--- src/sv/qrts_pkg.sv ---
// Shared types and constants for the qubit ready time scheduler.
// Used by qrts_front, qrts_queue, qrts_back and the top level.
package qrts_pkg;

  localparam int QUBIT_COUNT   = 32;
  localparam int CLBIT_COUNT   = 32;
  localparam int TIME_BITS     = 32;
  localparam int DURATION_BITS = 16;

  // Only the first 32 qubits / clbits are addressable by the instruction fields
  localparam int QB_USED = (QUBIT_COUNT < 32) ? QUBIT_COUNT : 32;
  localparam int CB_USED = (CLBIT_COUNT < 32) ? CLBIT_COUNT : 32;

  // Leaves of the masked max tree, rounded up to a power of two
  localparam int QB_TREE_N = 1 << $clog2(QB_USED);

  localparam int QUEUE_DEPTH = 2;
  localparam int QPTR_BITS   = (QUEUE_DEPTH > 1) ? $clog2(QUEUE_DEPTH) : 1;
  localparam int QCNT_BITS   = $clog2(QUEUE_DEPTH + 1);

  // Register indexes of the config port
  localparam logic [2:0] CFG_DEPTH_MODE = 3'd0;
  localparam logic [2:0] CFG_DUR_0_3    = 3'd1;
  localparam logic [2:0] CFG_DUR_4_7    = 3'd2;
  localparam logic [2:0] CFG_DUR_8_11   = 3'd3;
  localparam logic [2:0] CFG_DUR_12     = 3'd4;
  localparam logic [2:0] CFG_KNOWN_MASK = 3'd5;

  localparam logic [3:0] OP_MEASURE = 4'd10;
  localparam logic [3:0] OP_BARRIER = 4'd12;

  typedef logic [TIME_BITS-1:0]     time_t;
  typedef logic [DURATION_BITS-1:0] dur_t;

  // Decoded instruction, front to back
  typedef struct packed {
    logic               first;
    logic               barrier;
    logic               measure;
    logic [QB_USED-1:0] mask;
    logic               has_cond;
    logic [4:0]         cond_bit;
    logic [4:0]         meas_bit;
    dur_t               dur;
    logic               missing;
  } item_t;

  // Scheduled result, back to output packing
  typedef struct packed {
    logic [15:0] instr_index;
    logic        is_scheduled;
    time_t       start_time;
    dur_t        op_duration;
    time_t       end_time;
    time_t       total_time;
    logic        duration_missing;
    logic        time_overflow;
  } res_t;

endpackage

--- src/sv/qrts_queue.sv ---
// Short FIFO of decoded instructions between front and back end.
// Depends on qrts_pkg.
module qrts_queue import qrts_pkg::*; (
  input  logic  clk_i,
  input  logic  rst_ni,
  input  logic  push_i,
  input  item_t item_i,
  input  logic  pop_i,
  output logic  full_o,
  output logic  valid_o,
  output item_t item_o
);

  item_t                mem_q [QUEUE_DEPTH];
  logic [QPTR_BITS-1:0] wr_q, rd_q;
  logic [QCNT_BITS-1:0] cnt_q;

  assign full_o  = (cnt_q == QCNT_BITS'(QUEUE_DEPTH));
  assign valid_o = (cnt_q != '0);
  assign item_o  = mem_q[rd_q];

  function automatic logic [QPTR_BITS-1:0] nxt(input logic [QPTR_BITS-1:0] p);
    return (p == QPTR_BITS'(QUEUE_DEPTH - 1)) ? '0 : p + 1'b1;
  endfunction

  always_ff @(posedge clk_i) begin
    if (push_i) begin
      mem_q[wr_q] <= item_i;
    end
  end

  always_ff @(posedge clk_i or negedge rst_ni) begin
    if (!rst_ni) begin
      wr_q  <= '0;
      rd_q  <= '0;
      cnt_q <= '0;
    end else begin
      if (push_i) wr_q <= nxt(wr_q);
      if (pop_i)  rd_q <= nxt(rd_q);
      if (push_i && !pop_i) begin
        cnt_q <= cnt_q + 1'b1;
      end else if (pop_i && !push_i) begin
        cnt_q <= cnt_q - 1'b1;
      end
    end
  end

endmodule

--- config.mk ---
export PLATFORM = sky130hd
export DESIGN_NAME = qrts_queue
export DESIGN_NICKNAME = d
export VERILOG_FILES = /design/src/sv/qrts_pkg.sv /design/src/sv/qrts_queue.sv
export SDC_FILE = /design/constraint.sdc
export NUM_CORES = 1
export LEC_CHECK = 0
export ABC_AREA = 1
export BUFFER_PORTS_ARGS = -buffer_cell sky130_fd_sc_hd__buf_2
export CORE_MARGIN = 2
export CORE_UTILIZATION = 56
export DETAILED_ROUTE_END_ITERATION = 8
export PLACE_DENSITY = 0.84
export SLEW_MARGIN = 40
export SYNTH_ARGS = -nofsm -noshare
export SYNTH_HDL_FRONTEND = slang
export SYNTH_SLANG_ARGS = --single-unit
--- constraint.sdc ---
create_clock -name clk_i -period 5.7 [get_ports clk_i]
set_clock_uncertainty 0.2 [all_clocks]
set_input_delay 0.57 -clock clk_i [delete_from_list [all_inputs] [get_ports clk_i]]
set_output_delay 0.57 -clock clk_i [all_outputs]
set_load 0.02 [all_outputs]
==> run metrics <==
CTS resizes 0; Core Box Area 8721 um^2; Area growth syn-to-layout 26.32%; CTS max path bufs 2; mux share of post-synthesis cell area 18.42%; Sw Ratio 30.26%; VDD IR-drop max 369.1 uV; net count after synthesis 289; Sequential Power Share 38.8%; Synth Area in Adders 0.2476%; Cells after Synth 221; Clock Sinks 130; Ports 132; FP Rows 34; GPL Wtd Cong 0.6707; worst-path cell chain buf_12 -> mux2_2 -> buf_2; Period Utilization, post-route 46.98%; FMAX 373.4 MHz; Worst EP arrival 1910 ps; htree depth 4; Lkg Pwr 2.633 nW; Pwr Total 3.479 mW; Area contributors post-synth edfxtp_1 75%, mux2_4 18%, buf_12 2.4%; synth warn 0; final hold vios 0; synth unique cells 14; dpl hpwl 5501 um; Clock power frac 29.5%; mapped cell area 5052 um^2; Worst setup EP type output port; Initial Util 57.93%; Compound-Gate Fraction of Synth Area 0%; # setup viols final 0; Comb pwr share 31.7%; WL final 8286 um; WS Path Type flop to output port; Num CTS Buffers 17; DIE HEIGHT 98.99 um; Worst Path Max Fanout 33; drt pass-1 iters 5; slew margin rel. 64.60%; pwr/cell area 545.1 nW/um^2; Ant. Diodes 0; max_cap viols 0; grt total ovfl 0; fin crit period 2678 ps; area share of the largest cell type after synthesis 74.89%; RSZ-0062 raised after global routing false; commonest cells after routing, fill and taps aside 131 x buf_2, 126 x edfxtp_1, 59 x mux2_4, 16 x clkbuf_16; TNS Setup 0 ps; WL per Instance 16.88 um; DR DRC count 0; Max stage delay cell, worst path dfrtp_4; CP Launch Type flop; vias per cell 5.016; Slew @ Worst Pin 530.2 ps; status finished clean; Mapped Avg Cell Area 22.86 um^2; setup slack, reg-to-reg 3640 ps; die area 9798 um^2; largest family of logic cells by synthesized area multiplexers; Synth Area in Simple Gates 0.8172%; smallest hold slack 53.27 ps; DRT antenna net count 0; Synth area leader edfxtp_1; largest net degree at the start of global routing 41; IO buf count 131; chip width 98.99 um; Seq cells post-synth 130; XOR/XNOR Fraction of Synth Area 0.5201%; TritonCTS clock tree built; gr usage total 17.12%; clock root buffer clkbuf_8; register area share after synthesis 76.87%; share of cells above drive strength 1 60.57%; Min-Delay Path Class input pin to flop; initial antenna violation count 0; P_int 2.426 mW; vias 2463; P_sw 1.053 mW; DRT iter0 DRCs 86; nets 438; fin. max-slew vios 0; global-route wire length before repair 12280 um; Critical Path RT 4930 ps; Worst-Skew Late Latency 500 ps; clk slew on worst S/H paths 60 ps; worst stage delay on the critical path 570 ps; vias in the first global route 2404; commonest non-fill, non-tap cell in the layout buf_2
## layout make-up
type                       instances  area (um^2)
multi-input combinational         77         1018
clock inverter                    11        130.1
clock buffer                      21        449.2
fill                             548         2338
tap                              108        135.1
inverter                           7        26.28
timing repair buffer             137        735.7
sequential                       130         3887
## worst max-delay path: cells and delay by family, from the launching register on
family / cells / cell delay (ps)
multiplexers: 1 / 370
buffers and inverters: 2 / 450
flip-flops: 1 / 570
## what timing repair did
action / CTS / global route
buffers inserted: 0 / 0
hold buffers: 1 / 0
hold endpoints to repair: 4 / 0
## cells in the mapped netlist
cell / count
nand2_1: 6
inv_1: 7
xor2_1: 2
buf_6: 1
nand4_1: 1
nand3_1: 1
ha_1: 1
dfrtp_1: 4
buf_12: 6
mux2_4: 59
edfxtp_1: 126
xnor2_1: 1
mux2_2: 4
nor2_1: 2
## registers in the layout, summed over array words and instances, names as in the netlist
name and count:
rd_q 1, mem_q 126, wr_q 1, cnt_q 2
## stage by stage
step	utilization [%]	setup slack [ps]	area (um^2)	instances
final	73.19	3022	6382	491
after global routing	73.19	2937	6382	491
after CTS	73.01	2988	6367	490
after detailed placement	66.26	3096	5778	457
after global placement	65.80	3144	5738	455
after floorplan	-	1762	5052	221
## final timing paths
path / startpoint / cells after the start / to
setup / recovery: rd_q / 3 / item_o[47]
max in group asynchronous: rst_ni / 2 / rd_q
hold / removal: item_i[25] / 1 / mem_q[1][25]
hold reg to reg: cnt_q[1] / 2 / cnt_q[1]
min in group asynchronous: rst_ni / 2 / cnt_q[1]
setup reg to reg: wr_q / 3 / mem_q[1][17]
## logic make-up after synthesis
group | Yosys count
XOR/XNOR | 3
adder cells (fa/ha/maj) | 1
buffers and inverters | 14
flip-flops | 130
multiplexers | 63
AND/OR/NAND/NOR | 10
## per-layer routing
metal,GRT usage (%),vias up,part of all wire (%)
met2,27.75,107,51
met1,21.73,1184,41
met3,5.248,11,6.6
met4,6.955,0,1.3
met5,0,-,0
li1,-,1161,-
## power groups by stage
stage | Combinational [mW] | Clock [mW] | Sequential, mW
after detailed placement | 1.11 | 0 | 1.37
after CTS | 1.11 | 1.05 | 1.35
after floorplan | 0.912 | 0 | 1.34
final | 1.10 | 1.03 | 1.35
after global placement | 0.982 | 0 | 1.45
after global routing | 1.16 | 1.09 | 1.37
No activity file was read; power rests on OpenSTA's default activity.
