## config.mk

```make
export PLATFORM = sky130hd
export DESIGN_NAME = qrts_front
export DESIGN_NICKNAME = d
export VERILOG_FILES = /design/src/sv/qrts_pkg.sv /design/src/sv/qrts_front.sv
export SDC_FILE = /design/constraint.sdc
export NUM_CORES = 1
export LEC_CHECK = 0
export BUFFER_PORTS_ARGS = -buffer_cell sky130_fd_sc_hd__clkbuf_2
export CAP_MARGIN = 0
export CORE_MARGIN = 2
export CORE_UTILIZATION = 35
export DETAILED_ROUTE_END_ITERATION = 10
export HOLD_SLACK_MARGIN = 0.1
export PLACE_DENSITY = 0.53
export SYNTH_ARGS = -nofsm -noshare
export SYNTH_HDL_FRONTEND = slang
export SYNTH_SLANG_ARGS = --single-unit
```

## constraint.sdc

```tcl
create_clock -name clk_i -period 2.4 [get_ports clk_i]
set_clock_uncertainty 0.05 [all_clocks]
set_input_delay 0.36 -clock clk_i [delete_from_list [all_inputs] [get_ports clk_i]]
set_output_delay 0.36 -clock clk_i [all_outputs]
set_load 0.1 [all_outputs]
```

## src/sv/qrts_pkg.sv

```systemverilog
// Shared types and constants for the qubit ready time scheduler.
// Used by qrts_front, qrts_queue, qrts_back and the top level.
package qrts_pkg;

  localparam int QUBIT_COUNT   = 32;
  localparam int CLBIT_COUNT   = 32;
  localparam int TIME_BITS     = 32;
  localparam int DURATION_BITS = 16;

  // Only the first 32 qubits / clbits are addressable by the instruction fields
  localparam int QB_USED = (QUBIT_COUNT < 32) ? QUBIT_COUNT : 32;
  localparam int CB_USED = (CLBIT_COUNT < 32) ? CLBIT_COUNT : 32;

  // Leaves of the masked max tree, rounded up to a power of two
  localparam int QB_TREE_N = 1 << $clog2(QB_USED);

  localparam int QUEUE_DEPTH = 2;
  localparam int QPTR_BITS   = (QUEUE_DEPTH > 1) ? $clog2(QUEUE_DEPTH) : 1;
  localparam int QCNT_BITS   = $clog2(QUEUE_DEPTH + 1);

  // Register indexes of the config port
  localparam logic [2:0] CFG_DEPTH_MODE = 3'd0;
  localparam logic [2:0] CFG_DUR_0_3    = 3'd1;
  localparam logic [2:0] CFG_DUR_4_7    = 3'd2;
  localparam logic [2:0] CFG_DUR_8_11   = 3'd3;
  localparam logic [2:0] CFG_DUR_12     = 3'd4;
  localparam logic [2:0] CFG_KNOWN_MASK = 3'd5;

  localparam logic [3:0] OP_MEASURE = 4'd10;
  localparam logic [3:0] OP_BARRIER = 4'd12;

  typedef logic [TIME_BITS-1:0]     time_t;
  typedef logic [DURATION_BITS-1:0] dur_t;

  // Decoded instruction, front to back
  typedef struct packed {
    logic               first;
    logic               barrier;
    logic               measure;
    logic [QB_USED-1:0] mask;
    logic               has_cond;
    logic [4:0]         cond_bit;
    logic [4:0]         meas_bit;
    dur_t               dur;
    logic               missing;
  } item_t;

  // Scheduled result, back to output packing
  typedef struct packed {
    logic [15:0] instr_index;
    logic        is_scheduled;
    time_t       start_time;
    dur_t        op_duration;
    time_t       end_time;
    time_t       total_time;
    logic        duration_missing;
    logic        time_overflow;
  } res_t;

endpackage

```

## src/sv/qrts_front.sv

```systemverilog
// Front end: config registers, input handshake and instruction decode.
// Depends on qrts_pkg.
module qrts_front import qrts_pkg::*; (
  input  logic        clk_i,
  input  logic        rst_ni,
  input  logic        cfg_we_i,
  input  logic [2:0]  cfg_index_i,
  input  logic [63:0] cfg_data_i,
  input  logic        in_valid_i,
  input  logic        in_first_i,
  input  logic [47:0] in_data_i,
  input  logic        q_full_i,
  output logic        in_ready_o,
  output logic        push_o,
  output item_t       item_o
);

  logic        depth_mode_q;
  logic [63:0] dur_lo_q, dur_mid_q, dur_hi_q;
  logic [12:0] known_q;

  always_ff @(posedge clk_i or negedge rst_ni) begin
    if (!rst_ni) begin
      depth_mode_q <= 1'b1;
      dur_lo_q     <= '0;
      dur_mid_q    <= '0;
      dur_hi_q     <= '0;
      known_q      <= '0;
    end else if (cfg_we_i) begin
      unique case (cfg_index_i)
        CFG_DEPTH_MODE: depth_mode_q <= cfg_data_i[0];
        CFG_DUR_0_3:    dur_lo_q     <= cfg_data_i;
        CFG_DUR_4_7:    dur_mid_q    <= cfg_data_i;
        CFG_DUR_8_11:   dur_hi_q     <= cfg_data_i;
        CFG_KNOWN_MASK: known_q      <= cfg_data_i[12:0];
        // opcode 12 duration has no effect (barriers take no time)
        default: ;
      endcase
    end
  end

  logic [3:0]  op;
  logic [63:0] word;
  logic [15:0] lane;
  logic [15:0] known_ext;
  logic        is_barrier, has_dur;

  assign op         = in_data_i[3:0];
  assign is_barrier = (op == OP_BARRIER);
  assign known_ext  = {3'b000, known_q};
  assign has_dur    = (op < OP_BARRIER) && known_ext[op];

  always_comb begin
    unique case (op[3:2])
      2'd0:    word = dur_lo_q;
      2'd1:    word = dur_mid_q;
      2'd2:    word = dur_hi_q;
      default: word = '0;
    endcase
    unique case (op[1:0])
      2'd0:    lane = word[15:0];
      2'd1:    lane = word[31:16];
      2'd2:    lane = word[47:32];
      default: lane = word[63:48];
    endcase
  end

  assign in_ready_o = !q_full_i;
  assign push_o     = in_valid_i && !q_full_i;

  always_comb begin
    item_o          = '0;
    item_o.first    = in_first_i;
    item_o.barrier  = is_barrier;
    item_o.measure  = (op == OP_MEASURE);
    item_o.mask     = in_data_i[4 +: QB_USED];
    item_o.has_cond = in_data_i[36];
    item_o.cond_bit = in_data_i[41:37];
    item_o.meas_bit = in_data_i[46:42];
    if (is_barrier) begin
      item_o.dur = '0;
    end else if (depth_mode_q) begin
      item_o.dur = DURATION_BITS'(1);
    end else if (has_dur) begin
      item_o.dur = lane[DURATION_BITS-1:0];
    end else begin
      item_o.dur     = '0;
      item_o.missing = 1'b1;
    end
  end

endmodule

```

==> impl_metrics.csv, run 1 <==
group,metric,value,unit
min_path,holdCritStartpoint,"cfg_data_i[1]",
setup_path,slowest_stage,"mux4_2",
cts,clock_path_buffers,3,
sta,tightest_slew,0.6890,ns
routing,vias_per_cell,5.152,
yosys,synth_seq_cells,205,
pwr,powerDensity,793.1,nW/um^2
setup_path,arrival,2.24,ns
yosys,synth_fa_ha_area_frac,0,
finish,final_nets,989,
finish,seq_area,5131,um^2
cts,cts_tree,"yes",
finish,fillCellCount,2532,
sta,finalSetupViolCount,17,
sta,fin_crit_sh,1.102,
min_path,min_path_type,"input port to register",
setup_path,crit_type,"register to output port",
yosys,synth_xor_area_frac,0,
global_route,grt-ovfl-total,0,
die,die_w,172.1,um
die,initial_core_util,0.3559,
setup_path,critPathCaptureType,"output port",
run,maxCapViolCount,0,
yosys,yosysWarnings,0,
placed_design,port_buffers,96,
sta,finalHoldViolCount,0,
setup_path,crit_fanout,2,
setup_path,path_cells,"mux4_2, a22oi_2, and2_4, nor3b_4, buf_12",
sta,rsz0062_at_grt,"true",
finish,finish.utilization,0.4533,
cts,cts_buffers,23,
finish,antennaDiodeCount,0,
global_route,antenna_found_initial,0,
yosys,synthMuxAreaShare,0.3117,
global_route,grt_pass1_wl,40360,um
setup_path,max_stage_delay,0.50,ns
die,num_rows,61,
yosys,synth_area_leaders,"dfrtp_1 (52%), mux2_1 (29%), buf_4 (3.6%), a221oi_1 (3.2%), buf_2 (1.8%)",
sta,fmax,378.0,MHz
setup_path,reg2reg_to,"dur_hi_q[9]",
die,core,27780,um^2
yosys,yosysTopAreaCellShare,0.5163,
yosys,yosys.area_share.simple,0.02278,
cts,clkTransAtPathRegs,0.06,ns
finish,multi_input_area,4268,um^2
routing,highest_layer,"met4",
die,pin_count,186,
routing,route.met2.wl,12580,um
finish,synthToLayoutAreaGrowth,27.36,%
pwr,finalPower,9988,uW
routing,dr_total_vias,6481,
cts,cts.sinks,205,
status,violations,"setup timing",
global_route,track_usage,0.1767,
placed_design,hpwl,17650,um
routing,firstDrtPassIters,4,
yosys,synth_compound_area_frac,0.08187,
pwr,power_leakage,0.005429,uW
yosys,avgSynthCellArea,13.66,um^2
yosys,synthCells,724,
yosys,synth_top_family_by_area,"multiplexers",
yosys,synth-async-reset-ratio,1.000,
setup_path,required,1.99,ns
routing,totalWireLength,25460,um
routing,wl_met1,10930,um
yosys,synth_top_area_cell,"dfrtp_1",
sta,fin_crit,2.645,ns
setup_path,reg2reg_depth,1,
setup_path,crit_start,"known_q[3]",
cts,clock_latency,0.49,ns
yosys,yosysUniqueCellTypes,38,
die,die_area,29610,um^2
setup_path,cp-endpoint,"item_o[0]",
routing,drc_errors,0,
setup_path,reg2reg_from,"dur_hi_q[9]",
cts,h-tree-depth,1,
min_path,worstHoldPathCells,2,
routing,wl_met3,1069,um
global_route,grt_pass1_vias,7244,
setup_path,reg2reg_slack,1.51,ns
yosys,synth_ff_type,"dfrtp_1",
pwr,max-vdd-ir-drop,336.3,uV
cts,root_buffer,"clkbuf_16",
yosys,syn_nets,845,
status,status,"finished, violations left",
routing,drtIter0Drc,293,
placed_design,place.gp.congestion,0.7819,
yosys,synth-edff-count,0,
sta,setup_ws,-0.2453,ns
global_route,grt_max_degree,65,
die,fp.dieH,172.1,um
sta,slew_violations,0,
sta,relSlewSlack,0.5383,
yosys,seq_area_frac_synth,0.5189,
finish,layout-drive-gt1-share,0.2591,
routing,drt-wirelength-per-cell,20.23,um
routing,antenna_left,0,
setup_path,startpoint_type,"register",
yosys,synthesis.area,9888,um^2
## registers in the layout, indices dropped and copies added, names as in the netlist
signal,flops
dur_lo_q,64
known_q,12
depth_mode_q,1
dur_mid_q,64
dur_hi_q,64
## where the power goes
| part | total (uW) | internal, uW | leakage, uW | switching (uW) |
|---|---|---|---|---|
| registers | 4600 | 4220 | 0.00246 | 378 |
| clock network | 3250 | 1910 | 0.000340 | 1340 |
| logic | 2140 | 1080 | 0.00263 | 1060 |
| total | 9990 | 7210 | 0.00543 | 2770 |
## per-layer routing
layer	up-vias	global-route usage
li1	2925	-
met1	3336	0.2211
met2	161	0.3105
met3	59	0.02426
met4	0	0.06686
met5	-	0
## final cells by class
class	count	share of cell area
timing repair buffer	217	0.1605
clock buffer	29	0.04908
tap	378	0.03756
inverter	4	0.001192
multi-input combinational	417	0.3389
clock inverter	8	0.005365
sequential	205	0.4075
## through the flow
stage	setup slack (ns)	hold WS (ns)	instance area [um^2]	setup TNS, ns	std cells
3_3_place_gp	-0.2804	0.3128	11230	-1.807	1161
6_report	-0.2453	0.1077	12590	-3.714	1258
5_1_grt	-0.3135	0.1133	12590	-4.687	1258
3_5_place_dp	-0.2479	0.3195	11230	-1.855	1161
2_1_floorplan	-0.2279	0.01441	9963	-0.4894	724
4_1_cts	-0.2725	0.1019	12550	-4.283	1258
## synth_stat cells (9+ instances only)
master / number
buf_2: 35
buf_4: 47
a221oi_1: 36
o21a_1: 10
clkbuf_1: 10
a21oi_1: 11
a211oi_1: 9
mux2_1: 256
nand2_1: 13
dfrtp_1: 204
a22oi_1: 10
mux2i_1: 12
nor3_1: 13
o21ai_0: 10
## how the worst min path moves through the flow
stage,slack (ns),end
floorplan,0.01,dur_hi_q[0]
global placement,0.31,dur_mid_q[30]
detailed placement,0.32,dur_mid_q[30]
CTS,0.10,known_q[1]
global route,0.11,known_q[1]
finish,0.11,known_q[1]
## cell usage in the layout, fill, tap and decap left out, types with 11 or more instances in the layout
master	netlist	final
mux2_1	256	256
nor3_1	13	12
a221oi_1	36	31
clkbuf_16	0	23
a21oi_1	11	11
dfrtp_1	204	204
buf_12	0	34
dlygate4sd3_1	0	59
clkbuf_2	0	75
nand2_1	13	13
buf_4	47	48
mux2i_1	12	12
## cells by family (layout without fill, tap and decap cells)
family | after synthesis | in the layout
muxes | 272 | 272
DFF | 205 | 205
AOI/OAI and AO/OA | 103 | 103
buffers and inverters | 102 | 258
and+or+nand+nor | 42 | 42
## worst max-delay path: cells and delay by family (launching register included)
kind            cells  cell delay (ns)
flops               1             0.38
simple gates        2             0.40
buf+inv             1             0.20
compound gates      1             0.26
mux                 1             0.50
## repair_timing
action / 4_1_cts / 5_1_grt
buffers inserted: 1 / 0
endpoints found under the hold margin: 223 / 0
setup endpoints to repair: 17 / 17
pin swaps: 1 / 0
resized for setup: 7 / 8
hold buffers: 59 / 0
(Power assumes the default switching activity.)
==> run 2: changes to the inputs <==
--- a/config.mk
+++ b/config.mk
@@ -5,6 +5,7 @@
 export SDC_FILE = /design/constraint.sdc
 export NUM_CORES = 1
 export LEC_CHECK = 0
+export ABC_AREA = 1
 export BUFFER_PORTS_ARGS = -buffer_cell sky130_fd_sc_hd__clkbuf_2
 export CAP_MARGIN = 0
 export CORE_MARGIN = 2
==> impl_metrics.csv, run 2 <==
group,metric,value,unit
sta,slew_violations,0,
global_route,grt_max_degree,129,
finish,layout-drive-gt1-share,0.1519,
cts,h-tree-depth,1,
sta,rsz0062_at_grt,"true",
yosys,synthMuxAreaShare,0,
sta,finalHoldViolCount,0,
yosys,yosysTopAreaCellShare,0.5287,
setup_path,crit_type,"input port to output port",
yosys,synth_compound_area_frac,0.1156,
die,die_area,28930,um^2
yosys,yosysUniqueCellTypes,22,
yosys,synth-async-reset-ratio,1.000,
sta,fin_crit,2.296,ns
cts,root_buffer,"clkbuf_16",
finish,finish.utilization,0.4347,
routing,drt-wirelength-per-cell,16.04,um
setup_path,cp_top_family,"simple AND/OR/NAND/NOR gates",
pwr,power_leakage,0.005731,uW
yosys,synth_seq_cells,205,
yosys,syn_nets,1334,
setup_path,arrival,1.89,ns
placed_design,port_buffers,96,
placed_design,dpl.cell_count,1562,
setup_path,reg2reg_from,"depth_mode_q",
yosys,synthesis.area,9656,um^2
placed_design,placed_cell_area,10660,um^2
setup_path,crit_start,"in_data_i[3]",
setup_path,path_cells,"buf_4, inv_2, nor2_4, buf_12, clkbuf_16, nand2_1, nand3_1, o21ai_1, nand3_1, nand2_1, nor2_4, buf_12",
yosys,synthCells,1213,
setup_path,critPathCaptureType,"output port",
global_route,track_usage,0.1830,
sta,fmax,435.6,MHz
run,maxCapViolCount,0,
yosys,synth.most_common_cell,"nand2_1",
yosys,synth_fa_ha_area_frac,0,
min_path,worstHoldPathCells,3,
cts,clock_path_buffers,3,
sta,relSlewSlack,0.6024,
setup_path,startpoint_type,"input port",
setup_path,slowest_stage,"nor2_4",
finish,layout_commonest_cell,"nand2_1",
finish,antennaDiodeCount,0,
finish,finalInstanceArea,11750,um^2
cts,cts_buffers,23,
routing,antenna_left,0,
yosys,avgSynthCellArea,7.960,um^2
setup_path,max_stage_delay,0.20,ns
sta,timing.setup.tns,0,ns
routing,vias_per_cell,4.785,
yosys,yosysWarnings,0,
cts,clkTransAtPathRegs,0.06,ns
cts,clock_latency,0.50,ns
status,status,"complete, no violations",
die,die_w,170.1,um
global_route,grt-ovfl-total,0,
yosys,seq_area_frac_synth,0.5314,
routing,firstDrtPassIters,5,
yosys,synth-edff-count,0,
min_path,min_path_type,"input port to register",
sta,tightest_slew,0.5942,ns
setup_path,reg2reg_slack,1.62,ns
setup_path,reg2reg_depth,2,
sta,fin_crit_sh,0.9566,
routing,dr_total_vias,7838,
yosys,synth.top_cells.by_count,"nand2_1 (459), o21ai_0 (205), dfrtp_1 (204)",
setup_path,required,1.99,ns
min_path,holdCritStartpoint,"cfg_data_i[24]",
die,core,27030,um^2
routing,drc_errors,0,
finish,synthToLayoutAreaGrowth,21.67,%
finish,largestRegisters,"dur_hi_q (64), dur_lo_q (64), dur_mid_q (64)",
cts,cts.sinks,205,
cts,cts_tree,"yes",
yosys,synth_xor_area_frac,0,
yosys,synth_ff_type,"dfrtp_1",
die,pin_count,186,
yosys,synth_area_leaders,"dfrtp_1 (53%), nand2_1 (18%), o21ai_0 (11%), nand3_1 (4.2%), buf_4 (4.0%)",
sta,setup_ws,0.1043,ns
placed_design,place.gp.congestion,0.7906,
yosys,synth_top_family_by_area,"simple AND/OR/NAND/NOR gates",
pwr,max-vdd-ir-drop,513.9,uV
yosys,yosys.area_share.simple,0.2527,
global_route,grt_pass1_vias,7526,
global_route,antenna_found_initial,0,
routing,drtIter0Drc,491,
placed_design,hpwl,17080,um
placed_design,dp_slack,0.08288,ns
setup_path,reg2reg_to,"depth_mode_q",
finish,final_nets,1406,
die,initial_core_util,0.3573,
yosys,synth_top_area_cell,"dfrtp_1",
sta,finalSetupViolCount,0,
global_route,grt_pass1_wl,41720,um
finish,mostFrequentLayoutCells,"nand2_1 (457), o21ai_0 (205), dfrtp_1 (204)",
die,fp.dieH,170.1,um
setup_path,crit_fanout,17,
setup_path,path_buf_inv,5,
routing,totalWireLength,26270,um
die,num_rows,60,
min_path,hold_end,"dur_mid_q[24]",
finish,stdcell_count,1638,
pwr,powerDensity,797.6,nW/um^2
-- run 2: timing repair --
action / in CTS / in global routing
hold endpoints to repair: 160 / 0
buffers inserted: 0 / 1
hold buffers: 37 / 0
resized for setup: 0 / 7
endpoints found under the setup margin: 0 / 16
-- run 2: worst max path at each step --
stage            endpoint  slack (ns)  cells past startpoint
2_1_floorplan   item_o[8]       -0.04                     10
3_3_place_gp   item_o[13]        0.09                     11
3_5_place_dp   item_o[13]        0.08                     11
4_1_cts         item_o[7]        0.06                     10
5_1_grt         item_o[9]       -0.01                     10
6_report        item_o[2]        0.10                     12
-- run 2: report_power, final --
part,total (uW),internal [uW],switching [uW]
clock,3180,1840,1340
sequential,4440,4110,335
combinational,1750,668,1080
-- run 2: worst reg2reg max path, cell delays in order (launching register included) --
cell and delay (ns):
dfstp_2 0.54, nand2_1 0.05, o21ai_0 0.07
-- run 2: area by class of cell --
cell class,count,area [um^2]
flip-flops and latches,205,5131
well taps,341,426.7
multi-input cells,813,3679
repair buffers,165,1559
clock buffers,33,643.1
clock inverters,4,20.02
fillers,2774,15280
inverters,77,289.0
-- run 2: cell families (layout without fill, tap and decap cells) --
kind of cell / Yosys count / after routing
AO/OA/AOI/OAI: 223 / 223
buffers and inverters: 195 / 279
AND/OR/NAND/NOR: 590 / 590
flip-flops: 205 / 205
-- run 2: per-layer routing --
layer | vias to the layer above | part of all wire | track usage
li1 | 3956 | - | -
met1 | 3678 | 0.49 | 0.2690
met2 | 169 | 0.45 | 0.2851
met3 | 35 | 0.049 | 0.02465
met4 | 0 | 0.019 | 0.04645
met5 | - | 0 | 0
-- run 2: metrics by stage --
stage               hold slack [ns]  power [uW]
floorplan                   0.01441        5880
global placement             0.3618        6168
detailed placement           0.3622        6212
CTS                          0.1001        9481
global route                 0.1021        9925
finish                       0.1107        9370
